[src/sv/fau_pkg.sv]
// package for the accelerometer fifo frame unpacker
// holds result types, reset values and constants; no dependencies
package fau_pkg;

  // default number of header bytes dropped at the start of each buffer
  localparam int unsigned HeaderBytesDef = 2;

  // frame limit register
  localparam int unsigned MaxFramesW   = 10;
  localparam logic [MaxFramesW-1:0] MaxFramesRst = 10'd1023;

  // field widths
  localparam int unsigned ByteW      = 8;
  localparam int unsigned AxisW      = 16;
  localparam int unsigned CountW     = 10;
  localparam int unsigned HeaderW    = 2;
  localparam int unsigned ByteIdxW   = 3;
  localparam int unsigned FrameLen   = 6;
  localparam int unsigned PartialW   = ByteW * (FrameLen - 1);

  // axis word that marks a fifo underrun when it fills all three axes
  localparam logic [AxisW-1:0] UnderrunWord = 16'h8000;

  // depth of the result queue
  localparam int unsigned ResQueueDepth = 4;

  typedef enum logic {
    KIND_FRAME = 1'b0,
    KIND_DONE  = 1'b1
  } result_kind_e;

  typedef struct packed {
    result_kind_e       kind;
    logic [AxisW-1:0]   accel_x;
    logic [AxisW-1:0]   accel_y;
    logic [AxisW-1:0]   accel_z;
    logic [CountW-1:0]  frame_index;
    logic [CountW-1:0]  frame_total;
    logic               run_end;
  } result_t;

endpackage

[src/sv/fifo_accel_frame_unpacker_top.sv]
// accelerometer fifo frame unpacker, top level
// strips header bytes, packs six-byte frames into three axis counts, reports block done
// depends on fau_pkg
//
//  channel  | signals                                   | direction
//  ---------+-------------------------------------------+----------
//  in       | in_valid_i, in_ready_o, data_byte_i,      | into block
//           | end_of_buffer_i                           |
//  out      | out_valid_o, out_ready_i, result_kind_o,  | out of block
//           | accel_x/y/z_o, frame_index_o,             |
//           | frame_total_o, run_end_o                  |
//  cfg      | cfg_we_i, cfg_wdata_i (frame limit)       | into block
//
// one byte is taken per cycle while in_ready_o is high; its state update is done in the
// accepting cycle and its zero, one or two results are written into a four-entry result queue.
// outputs show the queue head, so a result written into an empty queue is shown in the next cycle.
// in_ready_o is high while the queue has room for two results, so with out_ready_i high
// the block sustains one byte per cycle; a stalled output fills the queue and then stalls input.
// asynchronous active-low reset clears the block state, the queue and sets the frame limit to 1023.
module fifo_accel_frame_unpacker_top #(
  parameter int unsigned HEADER_BYTES = fau_pkg::HeaderBytesDef
) (
  input  logic                                clk_i,
  input  logic                                rst_ni,
  // configuration
  input  logic                                cfg_we_i,
  input  logic [fau_pkg::MaxFramesW-1:0]      cfg_wdata_i,
  // input bytes
  input  logic                                in_valid_i,
  output logic                                in_ready_o,
  input  logic [fau_pkg::ByteW-1:0]           data_byte_i,
  input  logic                                end_of_buffer_i,
  // results
  output logic                                out_valid_o,
  input  logic                                out_ready_i,
  output logic                                result_kind_o,
  output logic signed [fau_pkg::AxisW-1:0]    accel_x_o,
  output logic signed [fau_pkg::AxisW-1:0]    accel_y_o,
  output logic signed [fau_pkg::AxisW-1:0]    accel_z_o,
  output logic [fau_pkg::CountW-1:0]          frame_index_o,
  output logic [fau_pkg::CountW-1:0]          frame_total_o,
  output logic                                run_end_o
);
  import fau_pkg::*;

  localparam int unsigned PtrW = $clog2(ResQueueDepth);
  localparam int unsigned CntW = $clog2(ResQueueDepth + 1);
  localparam logic [HeaderW-1:0] HeaderRst = HeaderW'(HEADER_BYTES);
  localparam logic [ByteIdxW-1:0] LastByteIdx = ByteIdxW'(FrameLen - 1);

  // block state
  logic [MaxFramesW-1:0] frame_limit_q;
  logic [HeaderW-1:0]    header_left_q, header_left_d;
  logic [ByteIdxW-1:0]   byte_in_frame_q, byte_in_frame_d;
  logic [PartialW-1:0]   partial_q, partial_d;
  logic [CountW-1:0]     frames_done_q, frames_done_d;
  logic                  halted_q, halted_d;

  // result queue
  result_t               queue_q [ResQueueDepth];
  logic [PtrW-1:0]       wr_ptr_q, rd_ptr_q;
  logic [CntW-1:0]       count_q;

  logic                  in_fire, out_fire;
  logic                  frame_emit, done_emit;
  logic [AxisW-1:0]      ax, ay, az;
  logic [CountW-1:0]     total_after;
  result_t               frame_res, done_res, res_first, res_second;
  logic [1:0]            push_n;

  assign in_fire  = in_valid_i && in_ready_o;
  assign out_fire = out_valid_o && out_ready_i;

  // frame assembly and block state update
  always_comb begin
    header_left_d   = header_left_q;
    byte_in_frame_d = byte_in_frame_q;
    partial_d       = partial_q;
    frames_done_d   = frames_done_q;
    halted_d        = halted_q;
    frame_emit      = 1'b0;
    ax              = partial_q[AxisW-1:0];
    ay              = partial_q[2*AxisW-1:AxisW];
    az              = {data_byte_i, partial_q[PartialW-1:2*AxisW]};
    if (!halted_q) begin
      if (header_left_q != '0) begin
        header_left_d = header_left_q - 1'b1;
      end else if (frames_done_q < frame_limit_q) begin
        if (byte_in_frame_q != LastByteIdx) begin
          partial_d = partial_q | (PartialW'(data_byte_i) << (ByteW * byte_in_frame_q));
          byte_in_frame_d = byte_in_frame_q + 1'b1;
        end else begin
          byte_in_frame_d = '0;
          partial_d       = '0;
          if (ax == UnderrunWord && ay == UnderrunWord && az == UnderrunWord) begin
            halted_d = 1'b1;
          end else begin
            frame_emit    = 1'b1;
            frames_done_d = frames_done_q + 1'b1;
          end
        end
      end
    end
    total_after = frames_done_d;
    done_emit   = end_of_buffer_i;
    // end of buffer returns the frame assembly state to its reset values; the frame limit is kept
    if (end_of_buffer_i) begin
      header_left_d   = HeaderRst;
      byte_in_frame_d = '0;
      partial_d       = '0;
      frames_done_d   = '0;
      halted_d        = 1'b0;
    end
  end

  // result words for this byte
  always_comb begin
    frame_res.kind        = KIND_FRAME;
    frame_res.accel_x     = ax;
    frame_res.accel_y     = ay;
    frame_res.accel_z     = az;
    frame_res.frame_index = frames_done_q;
    frame_res.frame_total = '0;
    frame_res.run_end     = !done_emit;

    done_res.kind         = KIND_DONE;
    done_res.accel_x      = '0;
    done_res.accel_y      = '0;
    done_res.accel_z      = '0;
    done_res.frame_index  = '0;
    done_res.frame_total  = total_after;
    done_res.run_end      = 1'b1;

    res_first  = frame_emit ? frame_res : done_res;
    res_second = done_res;
    push_n     = 2'(frame_emit) + 2'(done_emit);
  end

  // block state registers
  always_ff @(posedge clk_i or negedge rst_ni) begin
    if (!rst_ni) begin
      frame_limit_q   <= MaxFramesRst;
      header_left_q   <= HeaderRst;
      byte_in_frame_q <= '0;
      partial_q       <= '0;
      frames_done_q   <= '0;
      halted_q        <= 1'b0;
    end else begin
      if (cfg_we_i) begin
        frame_limit_q <= cfg_wdata_i;
      end
      if (in_fire) begin
        header_left_q   <= header_left_d;
        byte_in_frame_q <= byte_in_frame_d;
        partial_q       <= partial_d;
        frames_done_q   <= frames_done_d;
        halted_q        <= halted_d;
      end
    end
  end

  // result queue storage
  always_ff @(posedge clk_i) begin
    if (in_fire && push_n != 2'd0) begin
      queue_q[wr_ptr_q] <= res_first;
    end
    if (in_fire && push_n == 2'd2) begin
      queue_q[wr_ptr_q + 1'b1] <= res_second;
    end
  end

  // result queue pointers and fill level
  always_ff @(posedge clk_i or negedge rst_ni) begin
    if (!rst_ni) begin
      wr_ptr_q <= '0;
      rd_ptr_q <= '0;
      count_q  <= '0;
    end else begin
      if (in_fire) begin
        wr_ptr_q <= wr_ptr_q + PtrW'(push_n);
      end
      if (out_fire) begin
        rd_ptr_q <= rd_ptr_q + 1'b1;
      end
      count_q <= count_q + (in_fire ? CntW'(push_n) : '0) - CntW'(out_fire);
    end
  end

  // handshakes and result outputs
  assign in_ready_o    = (count_q <= CntW'(ResQueueDepth - 2));
  assign out_valid_o   = (count_q != '0);
  assign result_kind_o = queue_q[rd_ptr_q].kind;
  assign accel_x_o     = queue_q[rd_ptr_q].accel_x;
  assign accel_y_o     = queue_q[rd_ptr_q].accel_y;
  assign accel_z_o     = queue_q[rd_ptr_q].accel_z;
  assign frame_index_o = queue_q[rd_ptr_q].frame_index;
  assign frame_total_o = queue_q[rd_ptr_q].frame_total;
  assign run_end_o     = queue_q[rd_ptr_q].run_end;

  // checks
  assert property (@(posedge clk_i) disable iff (!rst_ni)
    count_q <= CntW'(ResQueueDepth))
    else $error("result queue overfilled");

  assert property (@(posedge clk_i) disable iff (!rst_ni)
    in_fire && end_of_buffer_i |=>
      frames_done_q == '0 && header_left_q == HeaderRst && !halted_q)
    else $error("block state not cleared after end of buffer");

  assert property (@(posedge clk_i) disable iff (!rst_ni)
    halted_q |-> byte_in_frame_q == '0 && header_left_q == '0)
    else $error("halted block holds a partial frame or header");

  assert property (@(posedge clk_i) disable iff (!rst_ni)
    in_fire && push_n != 2'd0 && count_q == '0 |=> out_valid_o)
    else $error("result not presented after transaction");

  assert property (@(posedge clk_i) disable iff (!rst_ni)
    in_fire && !end_of_buffer_i && frame_emit |=>
      frames_done_q == $past(frames_done_q) + 1'b1)
    else $error("frame count not advanced on emitted frame");

endmodule
[config.mk]
export PLATFORM = sky130hd
export DESIGN_NAME = fifo_accel_frame_unpacker_top
export DESIGN_NICKNAME = d
export VERILOG_FILES = /design/src/sv/fau_pkg.sv /design/src/sv/fifo_accel_frame_unpacker_top.sv
export SDC_FILE = /design/constraint.sdc
export NUM_CORES = 1
export LEC_CHECK = 0
export BUFFER_PORTS_ARGS = -buffer_cell sky130_fd_sc_hd__buf_2
export CAP_MARGIN = 20
export CELL_PAD_IN_SITES_DETAIL_PLACEMENT = 1
export CELL_PAD_IN_SITES_GLOBAL_PLACEMENT = 1
export CORE_MARGIN = 2
export CORE_UTILIZATION = 40
export CTS_CLUSTER_SIZE = 14
export DETAILED_ROUTE_END_ITERATION = 7
export PLACE_DENSITY = 0.81
export SETUP_SLACK_MARGIN = 0.15
export SYNTH_ARGS = -nofsm -noshare
export SYNTH_HDL_FRONTEND = slang
export SYNTH_SLANG_ARGS = --single-unit
[constraint.sdc]
create_clock -name clk_i -period 4.1 [get_ports clk_i]
set_clock_uncertainty 0.05 [all_clocks]
set_input_delay 0.82 -clock clk_i [delete_from_list [all_inputs] [get_ports clk_i]]
set_output_delay 0.82 -clock clk_i [all_outputs]
set_load 0.005 [all_outputs]
==> reports/qor.txt, run 1 <==
status = finished, final reports clean
#FFs+latches synth = 353
relative slew slack = 0.348
gr usage total = 0.232
required time worst endpoint = 4.23 ns
R2R Path Start = frame_limit_q[7]$_DFFE_PN1P_
total grt overflow = 0
Layout area overhead = 14.8%
HPWL after detailed placement = 27300 µm
post-synthesis compound-gate area fraction = 0.164
synthesized instance count = 1336
Pwr per Cell Area = 559 mW/mm²
Tot Pwr = 9.38 mW
Routed Antenna Nets = 0
Critical Path End Type = flop
final slew viol count = 0
routed via count = 11300
register area share after synthesis = 0.537
f_max = 0.271 GHz
RD Place Congestion = 0.849
Routed wire per std cell = 23.3 µm
Ys Warns = 0
drt drc = 0
antenna violations before repair = 0
Worst VDD drop = 0.300 mV
Initial Utilization = 0.403
clock buffer depth = 3
Iter 0 DRT Violations = 762
Worst Tran Pin Value = 0.978 ns
ant diodes = 0
fraction of layout cells with a size suffix above 1 = 0.201
H-tree depth = 2
post-layout min period = 3.69 ns
Post-CTS Setup Repair Bufs = 0
post-synthesis simple-gate area fraction = 0.122
total negative setup slack = 0 ns
DRT Wirelength = 43800 µm
full die area = 0.0381 mm²
placed insts = 1811
Synth top area share = 0.329
TritonCTS clock tree = done
Synth Area in Adders = 0.0159
Min-Delay Path Class = input port to async pin
Std-Cell Rows = 70
mux contribution to synthesized area = 0.110
hold_buf cts = 0
RSZ-0062 raised after global routing = false
cts bufs inserted = 38
critical path class = flop to flop
Main synth FF type = dfxtp_1
worst reg2reg path depth = 11
main combinational cell family by area after synthesis = compound AO/OA/AOI/OAI gates
Post-Syn Nets = 1378
Crit Path Max Fanout = 11
Hold Fails Final Rpt = 0
# clock sinks = 353
Final Net Count = 1425
worst r2r dst = queue_q[1][4]$_DFFE_PP_
number of global-route vias before repair = 12000
PostCTS Resize Cnt = 0
most area-consuming cells after synthesis = dfxtp_1, mux4_2, dfrtp_1
XOR/XNOR share of the synthesized area = 0.00899
number of synthesized flops with an enable pin = 40
setup violators final = 0
reg2reg setup slack = 0.41 ns
Lkg Pwr = 6.46 nW
root buf cell = clkbuf_16
core area = 0.0363 mm²
die height = 195 µm
Mapped Area = 0.0146 mm²
pin count of the biggest net entering global routing = 90
Via density = 6.02
WHS = 0.387 ns
first-pass GRT wire length = 69700 µm
Clock Latency Late Sink = 0.53 ns
nature of the critical path startpoint = flop
period utilization = 0.900
Syn Area/Cell = 10.9 µm²
die width = 195 µm
Yosys cell types = 67
clock transition at the registers of the reported paths = 0.06 ns
max-cap violations = 0
WP data arrival = 3.82 ns
I/O pin total = 96
DR pass1 iterations = 5
Post-synth ARST share = 0.207
port bufs = 95
area leader, netlist = dfxtp_1
Post-Layout Cell Count = 1878
-- kinds of logic (layout without fill, tap and decap cells) --
logic type	Yosys count	count (layout)
buffers and inverters	149	223
adder cells (fa/ha/maj)	18	18
flip-flops	353	353
AND/OR/NAND/NOR	392	392
multiplexers	73	73
AO/OA/AOI/OAI	336	336
XOR/XNOR	15	15
-- sequential cells by signal (all words and copies together) (netlist names) --
| register | cells |
|---|---|
| queue_q | 280 |
| wr_ptr_q | 2 |
| partial_q | 40 |
| rd_ptr_q | 2 |
| header_left_q | 2 |
| halted_q | 1 |
| frames_done_q | 10 |
| byte_in_frame_q | 3 |
| count_q | 3 |
| frame_limit_q | 10 |
-- stage by stage --
stage                util  area [µm²]  setup slack, ns
floorplan               -       14600            0.104
global placement    0.429       15500            0.503
detailed placement  0.429       15500            0.380
CTS                 0.463       16800            0.383
global route        0.463       16800            0.159
finish              0.463       16800            0.409
-- worst max-delay path by stage --
stage / start / to / slack [ns] / cells after the start
after global placement: data_byte_i[7] / queue_q[1][7]$_DFFE_PP_ / 0.50 / 10
after floorplan: frame_limit_q[7]$_DFFE_PN1P_ / queue_q[1][10]$_DFFE_PP_ / 0.10 / 15
after CTS: frame_limit_q[7]$_DFFE_PN1P_ / queue_q[1][6]$_DFFE_PP_ / 0.38 / 11
after detailed placement: frame_limit_q[7]$_DFFE_PN1P_ / queue_q[1][10]$_DFFE_PP_ / 0.38 / 11
after global routing: frame_limit_q[9]$_DFFE_PN1P_ / queue_q[1][4]$_DFFE_PP_ / 0.16 / 11
final: frame_limit_q[7]$_DFFE_PN1P_ / queue_q[1][4]$_DFFE_PP_ / 0.41 / 11
-- Yosys cell counts (all sizes together) (12+ instances only) --
cell type,instances
nor2,93
ha,17
nand3,73
a22o,60
dfrtp,62
nand2,152
inv,26
a32o,60
edfxtp,40
buf,33
mux4,70
dfxtp,240
clkbuf,89
xnor2,12
nor4,19
a41oi,15
o21ai,135
a21oi,35
-- final cells by class --
cell class	count	area, µm²
Multi-Input combinational cell	834	6190
Fill cell	3902	19500
Clock buffer	56	1090
Sequential cell	353	7850
Inverter	27	101
Clock inverter	11	133
Tap cell	468	586
Timing Repair Buffer	129	821
-- worst max-delay path: stages, from the launching register on --
cell	delay, ns
dfstp_2	0.52
inv_1	0.05
ha_1	0.31
a21oi_1	0.13
o2111a_1	0.20
o221ai_2	0.15
nor3_4	0.25
ha_1	0.38
nand2_1	0.20
nor3_1	0.63
nor2_4	0.11
inv_1	0.37
-- routing by layer --
metal | up-vias | GRT usage | wire length (µm)
li1 | 5048 | - | -
met1 | 5802 | 0.306 | 18800
met2 | 387 | 0.393 | 21400
met3 | 74 | 0.0366 | 2630
met4 | 0 | 0.0727 | 1040
met5 | - | 0 | 0
-- power by group --
part	internal (mW)	switching, mW
Combinational	0.732	0.999
Sequential	3.73	0.502
Clock	2.03	1.38
-- cells in the final DEF, fill, tap and decap left out, types with 5 or more instances in the layout --
cell type    n
a21oi_1     32
a22o_1      60
a32o_1      60
a41oi_1     15
buf_12       7
buf_2       94
buf_4       28
clkbuf_1    13
clkbuf_16   40
dfrtp_1     60
dfstp_2     11
dfxtp_1    240
edfxtp_1    40
ha_1        17
inv_1       25
mux4_2      70
nand2_1    151
nand3_1     72
nand4_1      7
nor2_1      90
nor2b_1      9
nor4_1      19
o21ai_0    129
o21ai_1      5
xnor2_1     12
Power figures use the tool's default switching activity.
==> run 2, diff against run 1 <==
- CAP_MARGIN: 20 -> 40
- CORE_ASPECT_RATIO: unset -> 2
- PLACE_DENSITY: 0.81 -> 0.67
==> run 2 against run 1 <==
Routed wire length up 4.7%; worst setup slack improved by 0.12 ns; count of clock-buffer cells in the layout decreased by 1; final cell count down 0.21%; sequential share of layout area shrank 0.10 points; combinational power hardly changed; critical endpoint is now queue_q[2][16]$_SDFFE_PP0P_; highest routed layer unchanged.
==> reports/qor.txt, run 2 (synthesis gave the netlist of run 1 again) <==
first-pass GRT wire length = 71500 µm (was 69700 µm)
Clock Latency Late Sink = 0.54 ns (was 0.53 ns)
Worst path top cell family by delay = simple AND/OR/NAND/NOR gates (unchanged)
Layout area overhead = 15.0% (was 14.8%)
max reg flops = 280 (unchanged)
period utilization = 0.871 (was 0.900)
commonest non-fill, non-tap cells in the layout = dfxtp_1, nand2_1, o21ai_0, buf_2, nor2_1 (unchanged)
CP startpoint = frames_done_q[9]$_DFFE_PN0P_ (was frame_limit_q[7]$_DFFE_PN1P_)
clock buffer depth = 3 (unchanged)
Pwr per Cell Area = 551 mW/mm² (was 559 mW/mm²)
post-layout min period = 3.57 ns (was 3.69 ns)
setup violators final = 0 (unchanged)
Crit Path Max Fanout = 54 (was 11)
Initial Utilization = 0.403 (about the same)
Hold Fails Final Rpt = 0 (unchanged)
final slew viol count = 0 (unchanged)
final setup margin = 0.530 ns (was 0.409 ns)
critical path class = flop to flop (unchanged)
PostCTS Resize Cnt = 0 (unchanged)
Routed wire per std cell = 24.5 µm (was 23.3 µm)
hold_buf cts = 0 (unchanged)
clock transition at the registers of the reported paths = 0.07 ns (was 0.06 ns)
# clock sinks = 353 (unchanged)
Placement Setup Slack = 0.268 ns (was 0.380 ns)
f_max = 0.280 GHz (was 0.271 GHz)
I/O pin total = 96 (unchanged)
full die area = 0.0382 mm² (was 0.0381 mm²)
Placed Area = 0.0157 mm² (was 0.0155 mm²)
largest registers = queue_q: 280 flops, partial_q: 40 flops (unchanged)
Tot Pwr = 9.27 mW (was 9.38 mW)
gr usage total = 0.241 (was 0.232)
Biggest register = queue_q (unchanged)
Lkg Pwr = 6.50 nW (was 6.46 nW)
Worst Tran Pin Value = 0.857 ns (was 0.978 ns)
DR pass1 iterations = 4 (was 5)
WP data arrival = 3.90 ns (was 3.82 ns)
port bufs = 95 (unchanged)
Std-Cell Rows = 99 (was 70)
relative slew slack = 0.429 (was 0.348)
max-cap violations = 0 (unchanged)
total negative setup slack = 0 ns (unchanged)
number of global-route vias before repair = 12200 (was 12000)
Via density = 6.00 (was 6.02)
nature of the critical path startpoint = flop (unchanged)
routed via count = 11200 (was 11300)
antenna violations before repair = 0 (unchanged)
Critical Path End Type = flop (unchanged)
commonest non-fill, non-tap cell in the layout = dfxtp_1 (unchanged)
drt drc = 0 (unchanged)
Min-Delay Path Class = input port to async pin (unchanged)
RD Place Congestion = 0.831 (was 0.849)
Final Net Count = 1436 (was 1425)
RSZ-0062 raised after global routing = false (unchanged)
required time worst endpoint = 4.43 ns (was 4.23 ns)
reg2reg setup slack = 0.53 ns (was 0.41 ns)
Filler Cells Inserted = 3942 (was 3902)
pin count of the biggest net entering global routing = 71 (was 90)
DRT Wirelength = 45900 µm (was 43800 µm)
Iter 0 DRT Violations = 684 (was 762)
fraction of layout cells with a size suffix above 1 = 0.210 (was 0.201)
Routed Antenna Nets = 0 (unchanged)
placed insts = 1811 (unchanged)
Post-Layout Cell Count = 1874 (was 1878)
ant diodes = 0 (unchanged)
CP max stage delay = 0.54 ns (was 0.63 ns)
WHS = 0.314 ns (was 0.387 ns)
post-layout util = 0.463 (about the same)
Worst VDD drop = 0.469 mV (was 0.300 mV)
cts bufs inserted = 35 (was 38)
core area = 0.0363 mm² (about the same)
die width = 139 µm (was 195 µm)
root buf cell = clkbuf_16 (unchanged)
Post-CTS Setup Repair Bufs = 0 (unchanged)
worst-path cell chain = ha_1 > nand4_1 > or3_1 > o221ai_2 > nor3_4 > inv_2 > ha_1 > nor2_1 > buf_4 > nand3b_1 > buf_4 > o21ai_0 (was inv_1 > ha_1 > a21oi_1 > o2111a_1 > o221ai_2 > nor3_4 > ha_1 > nand2_1 > nor3_1 > nor2_4 > inv_1)
die height = 274 µm (was 195 µm)
Crit-path slowest cell = buf_4 (was nor3_1)
TritonCTS clock tree = done (unchanged)
fin area = 0.0168 mm² (about the same)
R2R Path Start = frames_done_q[9]$_DFFE_PN0P_ (was frame_limit_q[7]$_DFFE_PN1P_)
HPWL after detailed placement = 29900 µm (was 27300 µm)
CP Buf/Inv Count = 3 (was 2)
status = finished, final reports clean (unchanged)
total grt overflow = 0 (unchanged)
H-tree depth = 2 (unchanged)
## run 2: cell types whose count changed in the layout (fill, tap and decap cells not counted), moves of 2 or more
| cell | before | now |
|---|---|---|
| buf_4 | 28 | 41 |
| clkbuf_1 | 13 | 11 |
| clkbuf_16 | 40 | 36 |
| clkbuf_8 | 3 | 8 |
| clkinv_1 | 4 | 2 |
## run 2: final timing paths
check	cells after the start	endpoint
worst max-delay path	12	queue_q[2][16]$_SDFFE_PP0P_
worst min-delay path	1	frames_done_q[5]$_DFFE_PN0P_
worst max register to register	12	queue_q[2][16]$_SDFFE_PP0P_
worst min register to register	2	queue_q[0][34]$_SDFFE_PP0P_
max in group asynchronous	2	partial_q[7]$_DFFE_PN0P_
min in group clk_i	2	queue_q[0][34]$_SDFFE_PP0P_
## run 2: worst reg2reg max path: stages (launching register included)
cell,delay [ns]
dfrtp_1,0.50
ha_1,0.38
nand4_1,0.14
or3_1,0.41
o221ai_2,0.28
nor3_4,0.10
inv_2,0.09
ha_1,0.21
nor2_1,0.09
buf_4,0.15
nand3b_1,0.28
buf_4,0.54
o21ai_0,0.22
## run 2: layout make-up
| cell class | instances | area, µm² | area share |
|---|---|---|---|
| Timing Repair Buffer | 143 | 938 | 0.0558 |
| Clock buffer | 55 | 1050 | 0.0626 |
| Tap cell | 454 | 568 | 0.0338 |
| Multi-Input combinational cell | 834 | 6190 | 0.368 |
| Sequential cell | 353 | 7850 | 0.467 |
| Inverter | 27 | 101 | 0.00603 |
| Clock inverter | 8 | 105 | 0.00625 |
## run 2: layer usage
layer / share of wire / vias to the layer above / GRT usage / routed length (µm)
met3: 0.028 / 93 / 0.0248 / 1300
met4: 0.042 / 0 / 0.107 / 1940
met2: 0.56 / 262 / 0.470 / 25700
met5: 0 / - / 0 / 0
met1: 0.37 / 5848 / 0.259 / 17000
li1: - / 5042 / - / -
## run 2: power breakdown
part / switching (mW) / internal [mW]
clock: 1.37 / 1.90
sequential: 0.508 / 3.73
combinational: 0.992 / 0.763
total: 2.87 / 6.39
==> run 3, diff against run 2 <==
- BUFFER_PORTS_ARGS: -buffer_cell sky130_fd_sc_hd__buf_2 -> unset
- DONT_BUFFER_PORTS: unset -> 1
- PLACE_DENSITY: 0.67 -> 0.64
==> run 3 against run 2 <==
Critical path depth is 1 higher; via count is 4.9% lower; worst setup slack worse by 0.026 ns; clock power is 5% lower; cell area is 3.8% lower; highest routed layer unchanged; critical endpoint is now queue_q[2][20]$_SDFFE_PP0P_; routed wire length is 0.15% higher.
==> reports/qor.txt, run 3 (synthesis gave the netlist of run 1 again) <==
status = finished, final reports clean (unchanged)
gr usage total = 0.244 (was 0.241)
H-tree depth = 2 (unchanged)
Clk pwr share = 0.346 (was 0.353)
Pwr per Cell Area = 557 mW/mm² (was 551 mW/mm²)
Lkg Pwr = 5.93 nW (was 6.50 nW)
TritonCTS clock tree = done (unchanged)
ant diodes = 0 (unchanged)
worst reg2reg path depth = 13 (was 12)
drt drc = 0 (unchanged)
DRT Wirelength = 46000 µm (was 45900 µm)
Int Pwr = 6.17 mW (was 6.39 mW)
Placed Area = 0.0151 mm² (was 0.0157 mm²)
commonest non-fill, non-tap cells in the layout = dfxtp_1, nand2_1, o21ai_0, nor2_1, nand3_1 (was dfxtp_1, nand2_1, o21ai_0, buf_2, nor2_1)
max reg flops = 280 (unchanged)
RSZ-0062 raised after global routing = false (unchanged)
port bufs = 0 (was 95)
fraction of layout cells with a size suffix above 1 = 0.143 (was 0.210)
Clock Latency Late Sink = 0.52 ns (was 0.54 ns)
first-pass GRT wire length = 71600 µm (was 71500 µm)
post-layout min period = 3.60 ns (was 3.57 ns)
fin area = 0.0162 mm² (was 0.0168 mm²)
Layout area overhead = 10.6% (was 15.0%)
die height = 274 µm (unchanged)
setup violators final = 0 (unchanged)
Final Net Count = 1329 (was 1436)
Crit Path Max Fanout = 118 (was 54)
nature of the critical path startpoint = flop (unchanged)
Logic pwr share = 0.183 (was 0.189)
Initial Utilization = 0.403 (unchanged)
clock transition at the registers of the reported paths = 0.07 ns (about the same)
# clock sinks = 353 (unchanged)
total grt overflow = 0 (unchanged)
WP data arrival = 3.92 ns (was 3.90 ns)
Biggest register = queue_q (unchanged)
max-cap violations = 0 (unchanged)
Worst Tran Pin Value = 0.841 ns (was 0.857 ns)
Critical Path End Type = flop (unchanged)
root buf cell = clkbuf_16 (unchanged)
antenna violations before repair = 0 (unchanged)
critical path class = flop to flop (unchanged)
final slew viol count = 0 (unchanged)
required time worst endpoint = 4.42 ns (was 4.43 ns)
critical path capture point = queue_q[2][20]$_SDFFE_PP0P_ (was queue_q[2][16]$_SDFFE_PP0P_)
post-layout util = 0.445 (was 0.463)
total negative setup slack = 0 ns (unchanged)
WHS = 0.0858 ns (was 0.314 ns)
CP startpoint = frame_limit_q[7]$_DFFE_PN1P_ (was frames_done_q[9]$_DFFE_PN0P_)
pin count of the biggest net entering global routing = 119 (was 71)
sequential share of power = 0.471 (was 0.458)
number of global-route vias before repair = 11400 (was 12200)
commonest non-fill, non-tap cell in the layout = dfxtp_1 (unchanged)
final setup margin = 0.504 ns (was 0.530 ns)
f_max = 0.278 GHz (was 0.280 GHz)
switching power = 2.83 mW (was 2.87 mW)
Routed wire per std cell = 26.1 µm (was 24.5 µm)
R2R Path Start = frame_limit_q[7]$_DFFE_PN1P_ (was frames_done_q[9]$_DFFE_PN0P_)
Min-Delay Path Class = input port to async pin (unchanged)
reg2reg setup slack = 0.50 ns (was 0.53 ns)
I/O pin total = 96 (unchanged)
RD Place Congestion = 0.841 (was 0.831)
worst r2r dst = queue_q[2][20]$_SDFFE_PP0P_ (was queue_q[2][16]$_SDFFE_PP0P_)
Worst VDD drop = 0.427 mV (was 0.469 mV)
clock buffer depth = 3 (unchanged)
core area = 0.0363 mm² (unchanged)
Std-Cell Rows = 99 (unchanged)
Tot Pwr = 9.00 mW (was 9.27 mW)
Hold Fails Final Rpt = 0 (unchanged)
Routed Antenna Nets = 0 (unchanged)
net switching share of the total power = 0.315 (was 0.310)
Post-Layout Cell Count = 1764 (was 1874)
Filler Cells Inserted = 3909 (was 3942)
placed insts = 1704 (was 1811)
largest registers = queue_q: 280 flops, partial_q: 40 flops (unchanged)
Via density = 6.06 (was 6.00)
Placement Setup Slack = 0.441 ns (was 0.268 ns)
full die area = 0.0382 mm² (unchanged)
routed via count = 10700 (was 11200)
period utilization = 0.877 (was 0.871)
Iter 0 DRT Violations = 684 (unchanged)
DR pass1 iterations = 7 (was 4)
die width = 139 µm (unchanged)
relative slew slack = 0.439 (was 0.429)
cts bufs inserted = 34 (was 35)
HPWL after detailed placement = 29700 µm (was 29900 µm)
run 3: timing repair:
item / in CTS / in global routing
setup endpoints to repair: 0 / 10
endpoints found under the hold margin: 62 / 0
gates resized for setup: 0 / 1
hold buffers: 1 / 0
buffers inserted: 0 / 0
run 3: routing by layer:
layer  GRT usage  wire, µm  vias up
met5           0         0        -
met4       0.102      1960        0
met3      0.0328      1420       89
met2       0.463     25200      184
met1       0.270     17300     5564
li1            -         -     4853
run 3: how the worst min path moves through the flow:
stage	slack (ns)	endpoint	start
global route	0.06	frame_limit_q[1]$_DFFE_PN1P_	rst_ni
global placement	0.38	queue_q[0][14]$_SDFFE_PP0P_	queue_q[0][14]$_SDFFE_PP0P_
finish	0.09	frame_limit_q[1]$_DFFE_PN1P_	rst_ni
detailed placement	0.39	queue_q[0][20]$_SDFFE_PP0P_	queue_q[0][20]$_SDFFE_PP0P_
floorplan	0.37	queue_q[2][69]$_SDFFE_PP1P_	queue_q[2][69]$_SDFFE_PP1P_
CTS	0.06	frame_limit_q[1]$_DFFE_PN1P_	rst_ni
run 3: power by group through the flow:
stage | sequential, mW | combinational (mW) | clock, mW
floorplan | 3.94 | 1.33 | 0
global placement | 4.31 | 1.62 | 0
detailed placement | 4.32 | 1.65 | 0
CTS | 4.25 | 1.67 | 3.18
global route | 4.29 | 1.79 | 3.31
finish | 4.24 | 1.65 | 3.12
run 3: worst max-delay path: stages, from the launching register on:
cell and delay, ns:
dfstp_2 0.52, inv_1 0.05, ha_1 0.30, a21oi_1 0.14, o2111a_1 0.21, o221ai_2 0.14, nor3_4 0.31, inv_2 0.07
ha_1 0.25, nor2_1 0.35, nand3b_1 0.32, buf_12 0.32, nand3_1 0.18, o21ai_0 0.12
run 3: area by class of cell:
cell class                 instances  area [µm²]  share of cell area
clock buffer                      55        1010              0.0625
clock inverter                     4        53.8             0.00333
inverter                          27         101             0.00627
multi-input combinational        834        6190               0.383
sequential                       353        7850               0.486
tap                              454         568              0.0351
timing repair buffer              37         385              0.0238
